## src/rtl/rtd_pkg.sv

```systemverilog
package rtd_pkg;

    localparam int WORD_BYTES = 8;
    localparam int BYTE_IDX_W = $clog2(WORD_BYTES);
    localparam logic [15:0] TILE_RESET = 16'd4096;
    localparam logic [16:0] CONS_MAX = 17'h1ffff;
    localparam logic [7:0] COUNT_MASK = 8'h7f;
    localparam logic [7:0] RUN_FLAG = 8'h80;

    typedef enum logic [1:0] {
        PH_HEADER  = 2'd0,
        PH_LITERAL = 2'd1,
        PH_RUNVAL  = 2'd2
    } t_phase;

    typedef enum logic [1:0] {
        CMD_HDR = 2'd0,
        CMD_LIT = 2'd1,
        CMD_RUN = 2'd2
    } t_cmd_kind;

    typedef struct packed {
        t_cmd_kind  kind;
        logic [7:0] data;
        logic [7:0] count;
        logic       last;
    } t_cmd;

endpackage

```

## src/rtl/rtd_byte_if.sv

```systemverilog
interface rtd_byte_if;
    logic       valid;
    logic       ready;
    logic [7:0] in_byte;

    modport source (output valid, output in_byte, input ready);
    modport sink (input valid, input in_byte, output ready);
endinterface

```

## src/rtl/rtd_word_if.sv

```systemverilog
interface rtd_word_if;
    logic        valid;
    logic        ready;
    logic [63:0] word_data;
    logic [3:0]  byte_count;
    logic        tile_end;
    logic [16:0] bytes_consumed;
    logic        overrun;

    modport source (
        output valid, output word_data, output byte_count, output tile_end,
        output bytes_consumed, output overrun, input ready
    );
    modport sink (
        input valid, input word_data, input byte_count, input tile_end,
        input bytes_consumed, input overrun, output ready
    );
endinterface

```

## src/rtl/rtd_front.sv

```systemverilog
module rtd_front (
    input  logic                i_clk,
    input  logic                i_rst_n,
    rtd_byte_if.sink            i_in,
    input  logic                i_q_full,
    output logic                o_push,
    output rtd_pkg::t_cmd       o_cmd
);

    rtd_pkg::t_phase r_phase, n_phase;
    logic [7:0]      r_left, n_left;
    logic            accept;
    logic [7:0]      left_dec;

    assign i_in.ready = !i_q_full;
    assign accept     = i_in.valid && !i_q_full;
    assign o_push     = accept;
    assign left_dec   = (r_left != 8'd0) ? r_left - 8'd1 : 8'd0;

    // next state
    always_comb begin
        n_phase = r_phase;
        n_left  = r_left;
        if (accept) begin
            unique case (r_phase)
                rtd_pkg::PH_LITERAL: begin
                    n_left = left_dec;
                    if (left_dec == 8'd0) begin
                        n_phase = rtd_pkg::PH_HEADER;
                    end
                end
                rtd_pkg::PH_RUNVAL: begin
                    n_phase = rtd_pkg::PH_HEADER;
                    n_left  = 8'd0;
                end
                default: begin
                    n_left  = (i_in.in_byte & rtd_pkg::COUNT_MASK) + 8'd1;
                    n_phase = ((i_in.in_byte & rtd_pkg::RUN_FLAG) != 8'd0) ?
                              rtd_pkg::PH_RUNVAL : rtd_pkg::PH_LITERAL;
                end
            endcase
        end
    end

    // command out
    always_comb begin
        o_cmd.data  = i_in.in_byte;
        o_cmd.count = r_left;
        o_cmd.last  = 1'b0;
        unique case (r_phase)
            rtd_pkg::PH_LITERAL: begin
                o_cmd.kind = rtd_pkg::CMD_LIT;
                o_cmd.last = (left_dec == 8'd0);
            end
            rtd_pkg::PH_RUNVAL: begin
                o_cmd.kind = rtd_pkg::CMD_RUN;
                o_cmd.last = 1'b1;
            end
            default: begin
                o_cmd.kind = rtd_pkg::CMD_HDR;
            end
        endcase
    end

    always_ff @(posedge i_clk) begin
        if (!i_rst_n) begin
            r_phase <= rtd_pkg::PH_HEADER;
            r_left  <= 8'd0;
        end else begin
            r_phase <= n_phase;
            r_left  <= n_left;
        end
    end

endmodule

```

## src/rtl/rtd_queue.sv

```systemverilog
module rtd_queue #(
    parameter int QUEUE_DEPTH = 4
) (
    input  logic          i_clk,
    input  logic          i_rst_n,
    input  logic          i_push,
    input  rtd_pkg::t_cmd i_cmd,
    output logic          o_full,
    input  logic          i_pop,
    output logic          o_valid,
    output rtd_pkg::t_cmd o_head
);

    localparam int PTR_W = $clog2(QUEUE_DEPTH);
    localparam int CNT_W = $clog2(QUEUE_DEPTH + 1);
    localparam logic [PTR_W-1:0] PTR_LAST = PTR_W'(QUEUE_DEPTH - 1);
    localparam logic [CNT_W-1:0] CNT_FULL = CNT_W'(QUEUE_DEPTH);

    rtd_pkg::t_cmd    r_mem [QUEUE_DEPTH];
    logic [PTR_W-1:0] r_wr, r_rd;
    logic [CNT_W-1:0] r_cnt;
    logic             do_push, do_pop;

    assign o_full  = (r_cnt == CNT_FULL);
    assign o_valid = (r_cnt != '0);
    assign o_head  = r_mem[r_rd];
    assign do_push = i_push && !o_full;
    assign do_pop  = i_pop && o_valid;

    always_ff @(posedge i_clk) begin
        if (do_push) begin
            r_mem[r_wr] <= i_cmd;
        end
    end

    always_ff @(posedge i_clk) begin
        if (!i_rst_n) begin
            r_wr  <= '0;
            r_rd  <= '0;
            r_cnt <= '0;
        end else begin
            if (do_push) begin
                r_wr <= (r_wr == PTR_LAST) ? '0 : r_wr + PTR_W'(1);
            end
            if (do_pop) begin
                r_rd <= (r_rd == PTR_LAST) ? '0 : r_rd + PTR_W'(1);
            end
            case ({do_push, do_pop})
                2'b10:   r_cnt <= r_cnt + CNT_W'(1);
                2'b01:   r_cnt <= r_cnt - CNT_W'(1);
                default: r_cnt <= r_cnt;
            endcase
        end
    end

endmodule

```

## src/rtl/rtd_back.sv

```systemverilog
module rtd_back (
    input  logic          i_clk,
    input  logic          i_rst_n,
    input  logic          i_cfg_we,
    input  logic [15:0]   i_cfg_data,
    input  logic          i_cmd_valid,
    input  rtd_pkg::t_cmd i_cmd,
    output logic          o_pop,
    rtd_word_if.source    o_out
);

    localparam int SHIFT_W = rtd_pkg::BYTE_IDX_W + 3;

    logic [15:0] r_tile;
    logic [15:0] r_prod, n_prod;
    logic [16:0] r_cons, n_cons;
    logic [63:0] r_buf, n_buf;
    logic [3:0]  r_fill, n_fill;
    logic        r_ovr, n_ovr;
    logic [7:0]  r_idx, n_idx;

    logic        r_out_valid, n_out_valid;
    logic [63:0] r_out_data, n_out_data;
    logic [3:0]  r_out_cnt, n_out_cnt;
    logic        r_out_end, n_out_end;
    logic [16:0] r_out_cons, n_out_cons;
    logic        r_out_ovr, n_out_ovr;

    logic [15:0] lim;
    logic        step, put, drop, fin, emit_word, emit_last;
    logic [16:0] cons_step;
    logic [63:0] buf_put;
    logic [3:0]  fill_put;
    logic [15:0] prod_put;
    logic [63:0] b1;
    logic [3:0]  f1;
    logic [15:0] p1;
    logic        o1;
    logic [SHIFT_W-1:0] sh;

    assign lim  = (r_tile == 16'd0) ? 16'd1 : r_tile;
    assign step = i_cmd_valid && (!r_out_valid || o_out.ready);
    assign put  = (i_cmd.kind == rtd_pkg::CMD_LIT) || (i_cmd.kind == rtd_pkg::CMD_RUN);
    assign drop = (r_prod >= lim);
    assign sh   = {r_fill[rtd_pkg::BYTE_IDX_W-1:0], 3'b000};

    assign buf_put  = r_buf | ({56'd0, i_cmd.data} << sh);
    assign fill_put = r_fill + 4'd1;
    assign prod_put = r_prod + 16'd1;

    always_comb begin
        cons_step = r_cons;
        if (r_idx == 8'd0 && r_cons != rtd_pkg::CONS_MAX) begin
            cons_step = r_cons + 17'd1;
        end

        case (i_cmd.kind)
            rtd_pkg::CMD_LIT: fin = i_cmd.last;
            rtd_pkg::CMD_RUN: fin = drop || ({1'b0, r_idx} + 9'd1 >= {1'b0, i_cmd.count});
            default:          fin = 1'b0;
        endcase

        b1 = r_buf;
        f1 = r_fill;
        p1 = r_prod;
        o1 = r_ovr;
        emit_word = 1'b0;
        if (put) begin
            if (drop) begin
                o1 = 1'b1;
            end else begin
                b1 = buf_put;
                f1 = fill_put;
                p1 = prod_put;
                emit_word = (fill_put >= 4'(rtd_pkg::WORD_BYTES)) && (prod_put < lim);
            end
        end
        emit_last = fin && (p1 >= lim);

        o_pop = step && (fin || i_cmd.kind != rtd_pkg::CMD_RUN);
    end

    always_comb begin
        n_prod      = r_prod;
        n_cons      = r_cons;
        n_buf       = r_buf;
        n_fill      = r_fill;
        n_ovr       = r_ovr;
        n_idx       = r_idx;
        n_out_valid = r_out_valid && !o_out.ready;
        n_out_data  = r_out_data;
        n_out_cnt   = r_out_cnt;
        n_out_end   = r_out_end;
        n_out_cons  = r_out_cons;
        n_out_ovr   = r_out_ovr;
        if (step) begin
            n_prod = p1;
            n_cons = cons_step;
            n_buf  = b1;
            n_fill = f1;
            n_ovr  = o1;
            n_idx  = o_pop ? 8'd0 : r_idx + 8'd1;
            if (emit_word || emit_last) begin
                n_out_valid = 1'b1;
                n_out_data  = b1;
                n_out_cnt   = f1;
                n_out_end   = emit_last;
                n_out_cons  = emit_last ? cons_step : 17'd0;
                n_out_ovr   = emit_last && o1;
                n_buf       = 64'd0;
                n_fill      = 4'd0;
            end
            if (emit_last) begin
                n_prod = 16'd0;
                n_cons = 17'd0;
                n_ovr  = 1'b0;
            end
        end
    end

    always_ff @(posedge i_clk) begin
        if (!i_rst_n) begin
            r_tile      <= rtd_pkg::TILE_RESET;
            r_prod      <= 16'd0;
            r_cons      <= 17'd0;
            r_buf       <= 64'd0;
            r_fill      <= 4'd0;
            r_ovr       <= 1'b0;
            r_idx       <= 8'd0;
            r_out_valid <= 1'b0;
        end else begin
            if (i_cfg_we) begin
                r_tile <= i_cfg_data;
            end
            r_prod      <= n_prod;
            r_cons      <= n_cons;
            r_buf       <= n_buf;
            r_fill      <= n_fill;
            r_ovr       <= n_ovr;
            r_idx       <= n_idx;
            r_out_valid <= n_out_valid;
        end
    end

    always_ff @(posedge i_clk) begin
        r_out_data <= n_out_data;
        r_out_cnt  <= n_out_cnt;
        r_out_end  <= n_out_end;
        r_out_cons <= n_out_cons;
        r_out_ovr  <= n_out_ovr;
    end

    assign o_out.valid          = r_out_valid;
    assign o_out.word_data      = r_out_data;
    assign o_out.byte_count     = r_out_cnt;
    assign o_out.tile_end       = r_out_end;
    assign o_out.bytes_consumed = r_out_cons;
    assign o_out.overrun        = r_out_ovr;

endmodule

```

## src/rtl/rle_tile_decoder.sv

```systemverilog
// a byte is held in the command queue, and the word it completes is then held in the output register
// throughput: one coded byte per cycle for headers and literals; a run holds the back end until all
// its bytes are expanded (or the tile is full), and input stalls when the command queue fills
// the QUEUE_DEPTH-entry command queue lets the byte front end run ahead of the run expansion
// reset: synchronous active-low; clears decode state and queue, the tile size returns to 4096
module rle_tile_decoder #(
    parameter int QUEUE_DEPTH = 4
) (
    input  logic        i_clk,
    input  logic        i_rst_n,
    input  logic        i_cfg_we,
    input  logic [15:0] i_cfg_data,
    rtd_byte_if.sink    i_in,
    rtd_word_if.source  o_out
);

    logic          q_full, q_valid, q_pop, f_push;
    rtd_pkg::t_cmd f_cmd, q_head;

    rtd_front u_front (
        .i_clk    (i_clk),
        .i_rst_n  (i_rst_n),
        .i_in     (i_in),
        .i_q_full (q_full),
        .o_push   (f_push),
        .o_cmd    (f_cmd)
    );

    rtd_queue #(
        .QUEUE_DEPTH (QUEUE_DEPTH)
    ) u_queue (
        .i_clk   (i_clk),
        .i_rst_n (i_rst_n),
        .i_push  (f_push),
        .i_cmd   (f_cmd),
        .o_full  (q_full),
        .i_pop   (q_pop),
        .o_valid (q_valid),
        .o_head  (q_head)
    );

    rtd_back u_back (
        .i_clk       (i_clk),
        .i_rst_n     (i_rst_n),
        .i_cfg_we    (i_cfg_we),
        .i_cfg_data  (i_cfg_data),
        .i_cmd_valid (q_valid),
        .i_cmd       (q_head),
        .o_pop       (q_pop),
        .o_out       (o_out)
    );

endmodule

```

## src/flat_wrapper.sv

```systemverilog
// flat-port wrapper written by rule: the top's interface ports become plain ports
module rle_tile_decoder_flat 
#(
    parameter int QUEUE_DEPTH = 4
)
  (i_clk, i_rst_n, i_cfg_we, i_cfg_data, i_in_valid, i_in_in_byte, i_in_ready, o_out_valid, o_out_word_data, o_out_byte_count, o_out_tile_end, o_out_bytes_consumed, o_out_overrun, o_out_ready);
  rtd_byte_if i_in_i ();
  rtd_word_if o_out_i ();
  input  logic i_clk;
  input  logic i_rst_n;
  input  logic i_cfg_we;
  input  logic [15:0] i_cfg_data;
  input wire logic [$bits(i_in_i.valid)-1:0] i_in_valid;
  input wire logic [$bits(i_in_i.in_byte)-1:0] i_in_in_byte;
  output wire logic [$bits(i_in_i.ready)-1:0] i_in_ready;
  output wire logic [$bits(o_out_i.valid)-1:0] o_out_valid;
  output wire logic [$bits(o_out_i.word_data)-1:0] o_out_word_data;
  output wire logic [$bits(o_out_i.byte_count)-1:0] o_out_byte_count;
  output wire logic [$bits(o_out_i.tile_end)-1:0] o_out_tile_end;
  output wire logic [$bits(o_out_i.bytes_consumed)-1:0] o_out_bytes_consumed;
  output wire logic [$bits(o_out_i.overrun)-1:0] o_out_overrun;
  input wire logic [$bits(o_out_i.ready)-1:0] o_out_ready;
  assign i_in_i.valid = i_in_valid;
  assign i_in_i.in_byte = i_in_in_byte;
  assign i_in_ready = i_in_i.ready;
  assign o_out_valid = o_out_i.valid;
  assign o_out_word_data = o_out_i.word_data;
  assign o_out_byte_count = o_out_i.byte_count;
  assign o_out_tile_end = o_out_i.tile_end;
  assign o_out_bytes_consumed = o_out_i.bytes_consumed;
  assign o_out_overrun = o_out_i.overrun;
  assign o_out_i.ready = o_out_ready;
  rle_tile_decoder #(.QUEUE_DEPTH(QUEUE_DEPTH)) u_core (.i_clk(i_clk), .i_rst_n(i_rst_n), .i_cfg_we(i_cfg_we), .i_cfg_data(i_cfg_data), .i_in(i_in_i), .o_out(o_out_i));
endmodule
```

## config.mk

```make
export PLATFORM = sky130hd
export DESIGN_NAME = rle_tile_decoder_flat
export DESIGN_NICKNAME = d
export VERILOG_FILES = /design/src/rtl/rtd_pkg.sv /design/src/rtl/rtd_byte_if.sv /design/src/rtl/rtd_word_if.sv /design/src/rtl/rtd_front.sv /design/src/rtl/rtd_queue.sv /design/src/rtl/rtd_back.sv /design/src/rtl/rle_tile_decoder.sv /design/src/flat_wrapper.sv
export SDC_FILE = /design/constraint.sdc
export NUM_CORES = 1
export LEC_CHECK = 0
export BUFFER_PORTS_ARGS = -buffer_cell sky130_fd_sc_hd__buf_2
export CAP_MARGIN = 20
export CORE_ASPECT_RATIO = 1.1
export CORE_UTILIZATION = 54
export DETAILED_ROUTE_END_ITERATION = 7
export GPL_TIMING_DRIVEN = 0
export PLACE_DENSITY_LB_ADDON = 0.12
export SLEW_MARGIN = 30
export SYNTH_ARGS = -nofsm -noshare
export SYNTH_HDL_FRONTEND = slang
export SYNTH_SLANG_ARGS = --single-unit
```

## constraint.sdc

```tcl
create_clock -name i_clk -period 11.4 [get_ports i_clk]
set_input_delay 0.57 -clock i_clk [delete_from_list [all_inputs] [get_ports i_clk]]
set_output_delay 0.57 -clock i_clk [all_outputs]
set_load 0.01 [all_outputs]
```

# --- After elaboration in Yosys (flattened, before gate mapping) ---
# Memories as Yosys holds them, arrays and structs flattened. A register that Yosys moved wholly into a read port is not among the register bits.
# Index checks and enable logic that the tools add are counted.
word_totals:
  ff_bits: 231
  mem_bits_rw: 76
  input_bits: 29
  out_inout_bits: 89
  wordCells: 110
  memories: 1
op_classes:
  addsub: 11
  magnitude_cmp: 5
  n_eq_ne: 12
  n_shift: 1
  muxes: 35
  n_bitwise: 1
  n_reduce_logical: 26
mem_list:
  columns: ["memory", "depth", "width", "rd", "rd_clocked_by_memory_dff", "write_ports", "line", "rtl"]
  rows:
  - ["u_core.u_queue.r_mem", 4, 19, 1, 1, 1, "rtd_queue.sv:19", "rtd_pkg::t_cmd r_mem [QUEUE_DEPTH];"]
ops:
  columns: ["operator", "count"]
  rows:
  - ["two-way mux 64 bit", 3]
  - ["two-way mux 16 bit", 4]
  - ["bitwise OR 64 bit", 1]
  - ["<< shifter 8 x 6 -> 64 bit", 1]
  - ["two-way mux 17 bit", 2]
  - ["greater-or-equal comparator 16 bit", 2]
  - ["adder 17 x 1 -> 17 bit (second input constant)", 1]
  - ["inequality test 17 bit (second input constant)", 1]
  - ["adder 16 x 1 -> 16 bit (second input constant)", 1]
  - ["zero test 16 bit", 1]
  - ["zero test 8 bit", 2]
  - ["< comparator 16 bit", 1]
  - ["two-way mux 8 bit", 2]
  - ["case mux 8 bit (2 select lines)", 1]
  - ["two-way mux 2 bit", 6]
  - ["two-way mux 4 bit", 3]
  - ["== test 2 bit (second input constant)", 5]
  - ["logical AND 1 bit", 10]
  - ["adder 8 x 1 -> 9 bit (second input constant)", 1]
  - ["greater-or-equal comparator 9 x 8 -> 1 bit", 1]
  - ["two-way mux 1 bit", 9]
  - ["adder 7 x 1 -> 8 bit (second input constant)", 1]
  - ["adder 8 x 1 -> 8 bit (second input constant)", 1]
  - ["case mux 2 bit (2 select lines)", 2]
  - ["other kinds (17)", 29]

# --- Depth between registers and ports, before layout ---
# Gate-level depths: netlist of run 1.
depth:
  depth_word: 10
  mapped_depth: 21
  depth_no_buf: 17

# --- Hierarchy ---
# Synthesis of run 1 repeated with hierarchy kept, for this count alone.
unflattened:
  hier_cells: 1344
  area_unflattened_um2: 14938.1
by_module_without_submodules:
  columns: ["module", "instances", "cells_each", "area_per_inst_um2", "seq_area_each_um2"]
  rows:
  - ["rtd_back", 1, 1045, 10595.2, 5154.9]
  - ["rtd_queue", 1, 155, 3280.6, 2462.4]
  - ["rtd_front", 1, 144, 1062.3, 200.2]

# --- Worst setup path after synthesis of run 1 ---
# OpenSTA, ideal clock, no wires.
synth_timing:
  path_type: "reg-to-reg"
  startpoint: "register with a tool-made name"
  endpoint: "register u_core.u_back.r_out_cnt[0] (netlist: u_core.u_back.o_out.byte_count[0]) (enable)"
  setup_time_ns: 0.655
  arrival_time_ns: 10.130
  required_time_ns: 10.745
  slack_ns: 0.615
  stages_incl_launch_ff: 19
  n_path_buf: 4
  synth_period_minus_slack_ns: 10.785
  path_cell_list: "dfxtp_1 -> buf_6 -> buf_1 -> mux4_2 -> inv_1 -> ha_1 -> nor2_1 -> nand3_2 -> buf_2 -> nor2_1 -> xor2_1 -> ha_1 -> o211ai_1 -> nor3_1 -> a211oi_1 -> o31ai_1 -> o2111ai_2 -> buf_2 -> o21ai_0"
synth_lines:
  columns: ["item", "line", "rtl"]
  rows:
  - ["end signal: assignment", "rtd_back.sv:147", "r_out_cnt <= n_out_cnt;"]
  - ["end: declaration", "rtd_back.sv:24", "logic [3:0] r_out_cnt, n_out_cnt;"]

==> qor.csv, run 1 <==
metric,value,unit
part of the Yosys area used for sequential elements,0.561,
Detail Placement HPWL,21700,um
Starting Density,0.550,
multiplexer share of the synthesized area,0.0479,
placed instance area,15100,sq um
largest net degree at the start of global routing,24,
CP bufs+invs,8,
clock buffer count from CTS,30,
Yosys cell types,62,
Root Buffer,clkbuf_16,
clk buf depth,3,
PD cells,194,nW/um^2
worst slew pin tran,0.967,ns
Mapped Area,13900,sq um
CTS sink cnt,309,
Tot GR Track Use,0.240,
final worst slack,5.58,ns
DRC viols,0,
fin cells,1760,
Core Area,25300,sq um
CP required,11.66,ns
GP Congestion,0.888,
Avg Vias per Cell,5.53,
Finished Core Util,0.635,
clock transition at the registers of the reported paths,0.07,ns
Post-CTS Resized,0,
Post-Place Worst Slack,5.25,ns
largest family of logic cells by synthesized area,simple AND/OR/NAND/NOR gates,
"Slowest-stage cell, CP",clkbuf_1,
Arrival @ worst endpoint,6.08,ns
max_cap viols,0,
f_max,172,MHz
Synth Area in Simple Gates,0.128,
WL/cell,17.8,um
overall die area,26500,sq um
XOR/XNOR Fraction of Synth Area,0.0503,
vias,9726,
Worst Hold Class,input port to flip-flop,
fraction of the mapped netlist area in compound gates,0.112,
Leak,6.99,nW
Post-Synth Adder-Cell Area,0.0697,
# IOs,118,
Detail Route Antenna Nets,0,
drt first-iter violations,682,
Final Cell Area,16100,sq um
critical-path cell list,clkbuf_2 > clkbuf_1 > mux4_2 > inv_1 > ha_1 > nor2_1 > and3_1 > buf_2 > buf_2 > xnor2_1 > ha_1 > nor3b_1 > o21ai_0 > a211oi_1 > o31ai_1 > o2111ai_2 > buf_2 > o21ai_4 > buf_16 > buf_16,
syn avg cell area,11.3,sq um
Synth Register Bits,309,
WL final,31400,um
setup repair bufs after CTS,0,
Setup CP Type,flip-flop to flip-flop,
RSZ-0062 raised after global routing,false,
"Hold-fix buffers, CTS",0,
post-synth top area cell,edfxtp_1,
layout cell share with drive strength beyond 1,0.162,
first-pass GRT wire length,49200,um
Worst setup EP type,flip-flop,
Worst setup SP type,flip-flop,
CP dominant cell by count,buf_2,
clk_lat worst skew,0.56,ns
Max VDD drop,125,uV
antenna cell count,0,
Final Hold Vio Count,0,
"Area growth, synth to finish",15.4,%
Slew Limit Headroom,0.350,
final setup fails,0,
DRT Pass-1 Iters,5,
CP max FO,22,
Die X,155,um
Hold Startpoint,i_cfg_data[12],
CTS H-tree lvls,1,
"FFs w/ async S/R, synth",0,
Die Ht,170,um
Overall Power,3.12,mW
most common cell in the netlist,nor2_1,
placed cells,1703,
top_reg_cell synth,edfxtp_1,
minimum clock period,5.82,ns
Layout Nets,1496,
dominant cells by area after synthesis,"edfxtp_1 35%, dfxtp_1 21%, ha_1 6.8%",
register area,7820,sq um
Synth top area share,0.351,
"Net Count, Synth",1344,
Row Count,61,
Ys Warns,0,
GRT Residual Overflow,0,
max-slew violations,0,
Post-Syn Instances,1238,
number of synthesized flops with an enable pin,163,
antenna violations before repair,0,
via count of the first global-routing pass,9113,
run status,"complete, no violations",
CTS tree,built,
Final Skew,0.0133,ns
Fillers,2072,
multi-input logic area,5710,sq um
Final Cycle Share,0.511,
CP top delay family,buffers and inverters,
port buffer count,115,
CP peak stage delay,0.57,ns
synth cell count leaders,"167 x nor2_1, 163 x edfxtp_1, 146 x dfxtp_1, 100 x a21oi_1, 76 x ha_1",
## worst paths after layout
check / cells after the start / slack, ns / to
worst min register to register: 2 / 0.46 / u_core.u_back.r_ovr$_SDFFE_PN0P_
worst max-delay path: 20 / 5.58 / u_core.u_back.o_out.bytes_consumed[4]$_SDFFCE_PN0P_
worst min-delay path: 3 / 0.23 / u_core.u_back.r_tile[12]$_SDFFE_PN1P_
worst max register to register: 20 / 5.58 / u_core.u_back.o_out.bytes_consumed[4]$_SDFFCE_PN0P_
## per-stage QoR
step	hold slack [ns]	TNS [ns]
floorplan	0.425	0
global placement	0.441	-254.56
detailed placement	0.449	0
CTS	0.215	0
global route	0.242	0
finish	0.231	0
## sequential cells by signal, summed over array words and instances, names as in the netlist, 8 cells and up, named ones only
register and count:
u_core.u_front.r_left 8, u_core.u_back.o_out.bytes_consumed 17, u_core.u_queue.r_mem 76, u_core.u_back.r_buf 64, u_core.u_back.r_idx 8, u_core.u_back.r_cons 17
u_core.u_back.r_tile 16, u_core.u_back.o_out.word_data 64, u_core.u_back.r_prod 16
## cell type report
cell class | instances | share of cell area
flip-flops and latches | 309 | 0.486
multi-input cells | 825 | 0.355
clock buffers | 44 | 0.0543
repair buffers | 120 | 0.0433
well taps | 346 | 0.0269
plain buffers | 62 | 0.0167
inverters | 42 | 0.00981
clock inverters | 12 | 0.00763
## power by group
group / internal [mW] / switching (mW) / total [mW]
Clock: 0.574 / 0.408 / 0.983
Sequential: 1.26 / 0.0466 / 1.31
Combinational: 0.263 / 0.570 / 0.832
## per-layer routing
metal | wire (um) | track usage | part of all wire | vias up
li1 | - | - | - | 4760
met1 | 14300 | 0.333 | 0.46 | 4634
met2 | 14500 | 0.396 | 0.46 | 278
met3 | 1740 | 0.0316 | 0.056 | 54
met4 | 736 | 0.0673 | 0.023 | 0
met5 | 0 | 0 | 0 | -
## tightest hold or removal path: stages
cell and delay [ns]:
buf_2 0.08, nand2_1 0.04, o211ai_1 0.06
## kinds of logic after synthesis
family,after synthesis
DFF,309
muxes,43
xor gates and xnor gates,80
buffers and inverters,104
and+or+nand+nor,383
AOI/OAI and AO/OA,242
adders and majority gates,77
## cell usage in the layout (no fill, tap or decap), types with 23 or more instances in the layout
cell type and n:
edfxtp_1 163, inv_1 42, nand3_1 37, nor3_1 29, nand2_1 71, xnor2_1 41, mux2i_1 24, nor2_1 167
o21ai_0 23, buf_2 134, ha_1 76, a21oi_1 100, xor2_1 39, clkbuf_1 40, dfxtp_1 146, clkbuf_16 30
a21o_1 72
(Power assumes the default switching activity.)
==> run 2, diff against run 1 <==
--- a/config.mk
+++ b/config.mk
@@ -5,6 +5,7 @@
 export SDC_FILE = /design/constraint.sdc
 export NUM_CORES = 1
 export LEC_CHECK = 0
+export ABC_AREA = 1
 export BUFFER_PORTS_ARGS = -buffer_cell sky130_fd_sc_hd__buf_2
 export CAP_MARGIN = 20
 export CORE_ASPECT_RATIO = 1.1
==> constraint.sdc (replaced) <==
create_clock -name i_clk -period 5.05 [get_ports i_clk]
set_input_delay 0.2525 -clock i_clk [delete_from_list [all_inputs] [get_ports i_clk]]
set_output_delay 0.2525 -clock i_clk [all_outputs]
set_load 0.01 [all_outputs]
==> run 2 against run 1 <==
- power rose to 2.7 times the previous value
- global-route usage up 1.1 points
- die area up 2.9%
- sequential power up 130%
- synthesized area up 3.0%
- first-iteration DRC count down 1.8%
- worst hold slack worse by 0.20 ns
- flip-flop and latch count unchanged
- fmax up 23%
- cell count up 20%
- critical path type unchanged
- largest power group unchanged
==> qor.csv, run 2 <==
metric,value,unit
Overall Power,8.31,mW
most frequent cells in the layout,"275 x nand2_1, 186 x o21ai_0, 177 x inv_1",
run status,"complete, no violations",
DRT Pass-1 Iters,5,
Post-Place Worst Slack,-0.690,ns
placed cells,2050,
XOR/XNOR Fraction of Synth Area,0.0220,
DRC viols,0,
Starting Density,0.549,
Final Skew,0.0196,ns
GP Congestion,0.937,
Mapped Area,14300,sq um
f_max,211,MHz
RR Endpoint,u_core.u_back.o_out.bytes_consumed[16]$_SDFFCE_PN0P_,
Die Ht,173,um
CP peak stage delay,0.37,ns
max_cap viols,0,
Final Hold Vio Count,0,
Tot GR Track Use,0.251,
WL final,33100,um
max FFs per register,76,
fin cells,2118,
"FFs w/ async S/R, synth",0,
"Net Count, Synth",1686,
part of the Yosys area used for sequential elements,0.545,
worst slew pin tran,0.783,ns
syn avg cell area,9.08,sq um
Synth top area share,0.341,
synth cell count leaders,"276 x nand2_1, 186 x o21ai_0, 178 x inv_1, 163 x edfxtp_1",
critical-path cell list,clkinv_2 > clkbuf_4 > buf_2 > a32oi_1 > inv_1 > ha_1 > nor2_4 > buf_2 > nand3_1 > o21ai_1 > inv_1 > ha_1 > nand2_1 > o21ai_0 > nor2_1 > nand3_1 > nand3_4 > nand2_1 > nand2_2 > clkinvlp_4 > buf_4 > buf_12,
Ys Warns,0,
"most common cell after layout, fill and taps aside",nand2_1,
CTS H-tree lvls,2,
"Area growth, synth to finish",16.6,%
port buffer count,116,
dominant cells by area after synthesis,"edfxtp_1 34%, dfxtp_1 20%, nand2_1 7.2%",
Setup CP Type,flip-flop to flip-flop,
Root Buffer,clkbuf_16,
Die X,157,um
Final Cycle Share,0.939,
GR peak layer,met2,
# IOs,118,
drt first-iter violations,670,
Post-Synth Adder-Cell Area,0.0677,
number of synthesized flops with an enable pin,163,
WHS Path Cells,3,
Post-Syn Instances,1580,
CTS tree,built,
Core Area,26100,sq um
antenna violations before repair,0,
CP required,5.24,ns
Synth Register Bits,309,
Worst setup EP type,flip-flop,
first-pass GRT wire length,53400,um
Max VDD drop,256,uV
layout cell share with drive strength beyond 1,0.129,
largest family of logic cells by synthesized area,simple AND/OR/NAND/NOR gates,
GR Util met2,0.423,
clock buffer count from CTS,34,
Row Count,62,
GR Layer Usage met3,0.0333,
via count of the first global-routing pass,10600,
Leak,6.62,nW
Detail Placement HPWL,24000,um
final worst slack,0.309,ns
fraction of the mapped netlist area in compound gates,0.137,
top_reg_cell synth,edfxtp_1,
Synth Area in Simple Gates,0.156,
clk_lat worst skew,0.51,ns
worst reg2reg path depth,22,
minimum clock period,4.74,ns
GRT Residual Overflow,0,
Hold Startpoint,i_cfg_data[4],
most common cell in the netlist,nand2_1,
vias,11300,
met1 Usage GRT,0.326,
Worst Hold Class,input port to flip-flop,
"Slowest-stage cell, CP",dfxtp_1,
PD cells,497,nW/um^2
final setup fails,0,
WL/cell,15.6,um
Avg Vias per Cell,5.34,
Slew Limit Headroom,0.478,
post-synth top area cell,edfxtp_1,
clock transition at the registers of the reported paths,0.06,ns
clk buf depth,3,
multiplexer share of the synthesized area,0.00209,
overall die area,27200,sq um
Detail Route Antenna Nets,0,
Hold EP,u_core.u_back.r_tile[4]$_SDFFE_PN0P_,
Yosys cell types,46,
max-slew violations,0,
largest net degree at the start of global routing,36,
CTS sink cnt,309,
Layout Nets,1848,
Worst setup SP type,flip-flop,
RSZ-0062 raised after global routing,false,
Biggest register,u_core.u_queue.r_mem,
Arrival @ worst endpoint,4.93,ns
CP max FO,30,
worst reg2reg setup slack,0.31,ns
antenna cell count,0,
## run 2: cell count changes after synthesis, moves of 34 or more
cell | previous run | this run
nand2_1 | 71 | 276
o21ai_0 | 24 | 186
inv_1 | 42 | 178
a21o_1 | 72 | 0
a21oi_1 | 100 | 137
xnor2_1 | 41 | 7
## run 2: cell type report
cell class                 instances  area, sq um
buffer                            64          303
clock buffer                      46         1000
clock inverter                    14          151
fill                            2236         9420
inverter                         186          703
multi-input combinational       1018         5590
sequential                       309         7820
tap                              352          440
timing repair buffer             128          711
timing repair inverter             1         7.51
## run 2: worst max-delay path, delay by kind of cell, from the launching register on
family	cells	cell delay [ns]
fa+ha+maj	2	0.64
buf+inv	9	1.65
simple gates	8	1.06
compound gates	3	0.65
flops	1	0.37
## run 2: timing repair
item | CTS | global route
setup buffers | 3 | 1
endpoints found under the hold margin | 7 | 0
gates cloned | 1 | 0
hold buffers | 6 | 0
resized for setup | 5 | 8
endpoints found under the setup margin | 167 | 175
pin swaps | 0 | 1
## run 2: stage by stage
stage / TNS (ns) / area, sq um / util / hold slack [ns]
detailed placement: -58.32 / 15400 / 0.591 / 0.445
global placement: -148.33 / 15400 / 0.588 / 0.438
finish: 0 / 16700 / 0.640 / 0.0339
floorplan: 0 / 14400 / - / 0.351
global route: 0 / 16700 / 0.640 / 0.0306
CTS: 0 / 16700 / 0.638 / 0.0142
## run 2: cell families (layout without fill, tap and decap cells)
logic type               after synthesis  in the layout
AO/OA/AOI/OAI                        368            368
AND/OR/NAND/NOR                      534            534
flip-flops                           309            309
adder cells (fa/ha/maj)               77             77
buffers and inverters                253            439
XOR/XNOR                              36             36
multiplexers                           3              3
## run 2: how the worst max path moves through the flow
stage,endpoint,slack [ns],depth (start not counted)
after floorplan,u_core.u_back.o_out.byte_count[0]$_DFFE_PP_,0.006,22
after global placement,u_core.u_back.o_out.word_data[47]$_DFFE_PP_,-1.65,21
after detailed placement,u_core.u_back.o_out.word_data[51]$_DFFE_PP_,-0.69,23
after CTS,u_core.u_back.o_out.bytes_consumed[9]$_SDFFCE_PN0P_,0.008,24
after global routing,u_core.u_back.o_out.overrun$_DFFE_PP_,0.006,24
final,u_core.u_back.o_out.bytes_consumed[16]$_SDFFCE_PN0P_,0.31,22
## run 2: layer usage
metal | vias to the layer above | part of all wire
li1 | 5684 | -
met5 | - | 0
met1 | 5229 | 0.44
met4 | 0 | 0.031
met3 | 67 | 0.050
met2 | 327 | 0.48
## run 2: where the power goes
group | total (mW) | internal (mW) | leakage, nW | switching [mW]
sequential | 3.04 | 2.92 | 2.78 | 0.116
combinational | 2.75 | 0.761 | 3.27 | 1.99
clock | 2.52 | 1.55 | 0.566 | 0.972
total | 8.31 | 5.23 | 6.62 | 3.07
==> run 3, diff against run 2 <==
--- a/config.mk
+++ b/config.mk
@@ -8,7 +8,6 @@
 export ABC_AREA = 1
 export BUFFER_PORTS_ARGS = -buffer_cell sky130_fd_sc_hd__buf_2
 export CAP_MARGIN = 20
-export CORE_ASPECT_RATIO = 1.1
 export CORE_UTILIZATION = 54
 export DETAILED_ROUTE_END_ITERATION = 7
 export GPL_TIMING_DRIVEN = 0
==> run 3 against run 2 <==
- sequential share of layout area shrank 0.22 points
- core utilization is 0.51 points higher
- global-route usage is 0.60 points higher
- flip-flop and latch count unchanged
- die area about the same
- largest power group unchanged
- final area increased by 0.48%
- worst setup slack improved by 0.043 ns
- first-iteration DRC count grew 31%
- non-clock buffer count increased by 21
- highest routed layer unchanged
- via count up 2.7%
- largest cell class unchanged
- count of clock-buffer cells in the layout grew 1
==> qor.csv, run 3 (synthesis gave the netlist of run 2 again) <==
metric,value,unit
minimum clock period,4.70,ns
wire length on met3,1820,um
DR top layer,met4,
Tot GR Track Use,0.257,
WL/cell,16.1,um
Root Buffer,clkbuf_16,
CP max FO,29,
clk buf depth,3,
max_cap viols,0,
clk_lat worst skew,0.58,ns
DRC viols,0,
Final Cell Area,16800,sq um
most frequent cells in the layout,"276 x nand2_1, 186 x o21ai_0, 177 x inv_1",
"Area growth, synth to finish",17.1,%
clock transition at the registers of the reported paths,0.06,ns
GP Congestion,0.910,
first-pass GRT wire length,54700,um
WL final,34100,um
final setup fails,0,
Worst setup EP type,flip-flop,
met2 routed WL,16000,um
drt first-iter violations,881,
Arrival @ worst endpoint,4.97,ns
Avg Vias per Cell,5.48,
f_max,213,MHz
largest net degree at the start of global routing,30,
Leak,6.65,nW
"most common cell after layout, fill and taps aside",nand2_1,
Die X,165,um
layout cell share with drive strength beyond 1,0.124,
via count of the first global-routing pass,10800,
Detail Placement HPWL,24500,um
RSZ-0062 raised after global routing,false,
Layout Nets,1865,
CTS tree,built,
CTS H-tree lvls,1,
Core Area,26100,sq um
Worst Hold Class,input port to flip-flop,
Final Hold Vio Count,0,
Slew Limit Headroom,0.472,
Final Skew,0.0137,ns
Overall Power,8.14,mW
Row Count,59,
Starting Density,0.551,
max-slew violations,0,
placed cells,2034,
# IOs,118,
fin cells,2119,
overall die area,27200,sq um
Worst setup SP type,flip-flop,
placed instance area,15400,sq um
antenna violations before repair,0,
vias,11600,
GRT Residual Overflow,0,
CP required,5.32,ns
Max VDD drop,427,uV
PD cells,484,nW/um^2
clock buffer count from CTS,31,
met1 WL,15200,um
antenna cell count,0,
Final Cycle Share,0.930,
Biggest register,u_core.u_queue.r_mem,
max FFs per register,76,
port buffer count,116,
Setup CP Type,flip-flop to flip-flop,
worst slew pin tran,0.789,ns
DRT Pass-1 Iters,5,
Die Ht,165,um
CTS sink cnt,309,
Fin Hold WS,0.0446,ns
Detail Route Antenna Nets,0,
run status,"complete, no violations",
## run 3: layout make-up
cell class,count,area (sq um)
Buffer,64,308
Clock buffer,47,896
Clock inverter,11,134
Fill cell,2130,9260
Inverter,186,703
Multi-Input combinational cell,1018,5580
Sequential cell,309,7820
Tap cell,335,419
Timing Repair Buffer,149,941
## run 3: critical path, stage by stage, from the launching register on
cell and delay (ns):
dfxtp_1 0.32, inv_1 0.06, buf_2 0.23, clkbuf_4 0.34, nand2_1 0.13, a32oi_2 0.24, inv_1 0.07, ha_1 0.34
nor2_4 0.21, buf_2 0.25, o21ai_0 0.15, ha_1 0.32, nand2_1 0.07, o21ai_0 0.20, nand2_1 0.08, o211ai_1 0.08
nand2_1 0.07, nand3_1 0.15, nand3_4 0.15, nand2_1 0.09, nand2_1 0.16, clkinvlp_4 0.23, buf_12 0.20, buf_12 0.21
## run 3: metal layers
layer | up-vias | GRT usage
met5 | - | 0
met4 | 0 | 0.0947
met3 | 74 | 0.0339
met2 | 360 | 0.432
met1 | 5474 | 0.336
li1 | 5706 | -
## run 3: per-stage QoR
stage               setup TNS, ns  utilization  setup slack, ns
floorplan                       0            -          0.00641
global route                    0        0.645          0.00279
global placement          -161.06        0.589            -1.76
detailed placement         -51.96        0.593           -0.668
CTS                             0        0.643           0.0176
finish                          0        0.645            0.351
## run 3: path summary, 6_finish.rpt
check                                        from  slack (ns)                                           to  cells after the start
min reg2reg  u_core.u_queue.r_cnt[0]$_SDFFE_PN0P_        0.45         u_core.u_queue.r_cnt[0]$_SDFFE_PN0P_                      1
max reg2reg                             flip-flop        0.35  u_core.u_back.o_out.word_data[41]$_DFFE_PP_                     23
max                                     flip-flop        0.35  u_core.u_back.o_out.word_data[41]$_DFFE_PP_                     23
min                               i_in_in_byte[7]        0.04        u_core.u_queue.r_mem[0][16]$_DFFE_PP_                      1
## run 3: timing repair
action	4_1_cts	5_1_grt
hold buffers	27	0
gates resized for setup	4	12
endpoints found under the setup margin	175	147
buffers inserted	2	1
pin swaps	0	1
endpoints found under the hold margin	43	0
## run 3: where the power goes
part           internal [mW]  leakage (nW)  total, mW  switching [mW]
Clock                   1.33         0.501       2.30           0.967
Sequential              2.92          2.78       3.05           0.121
Combinational          0.782          3.37       2.79            2.01
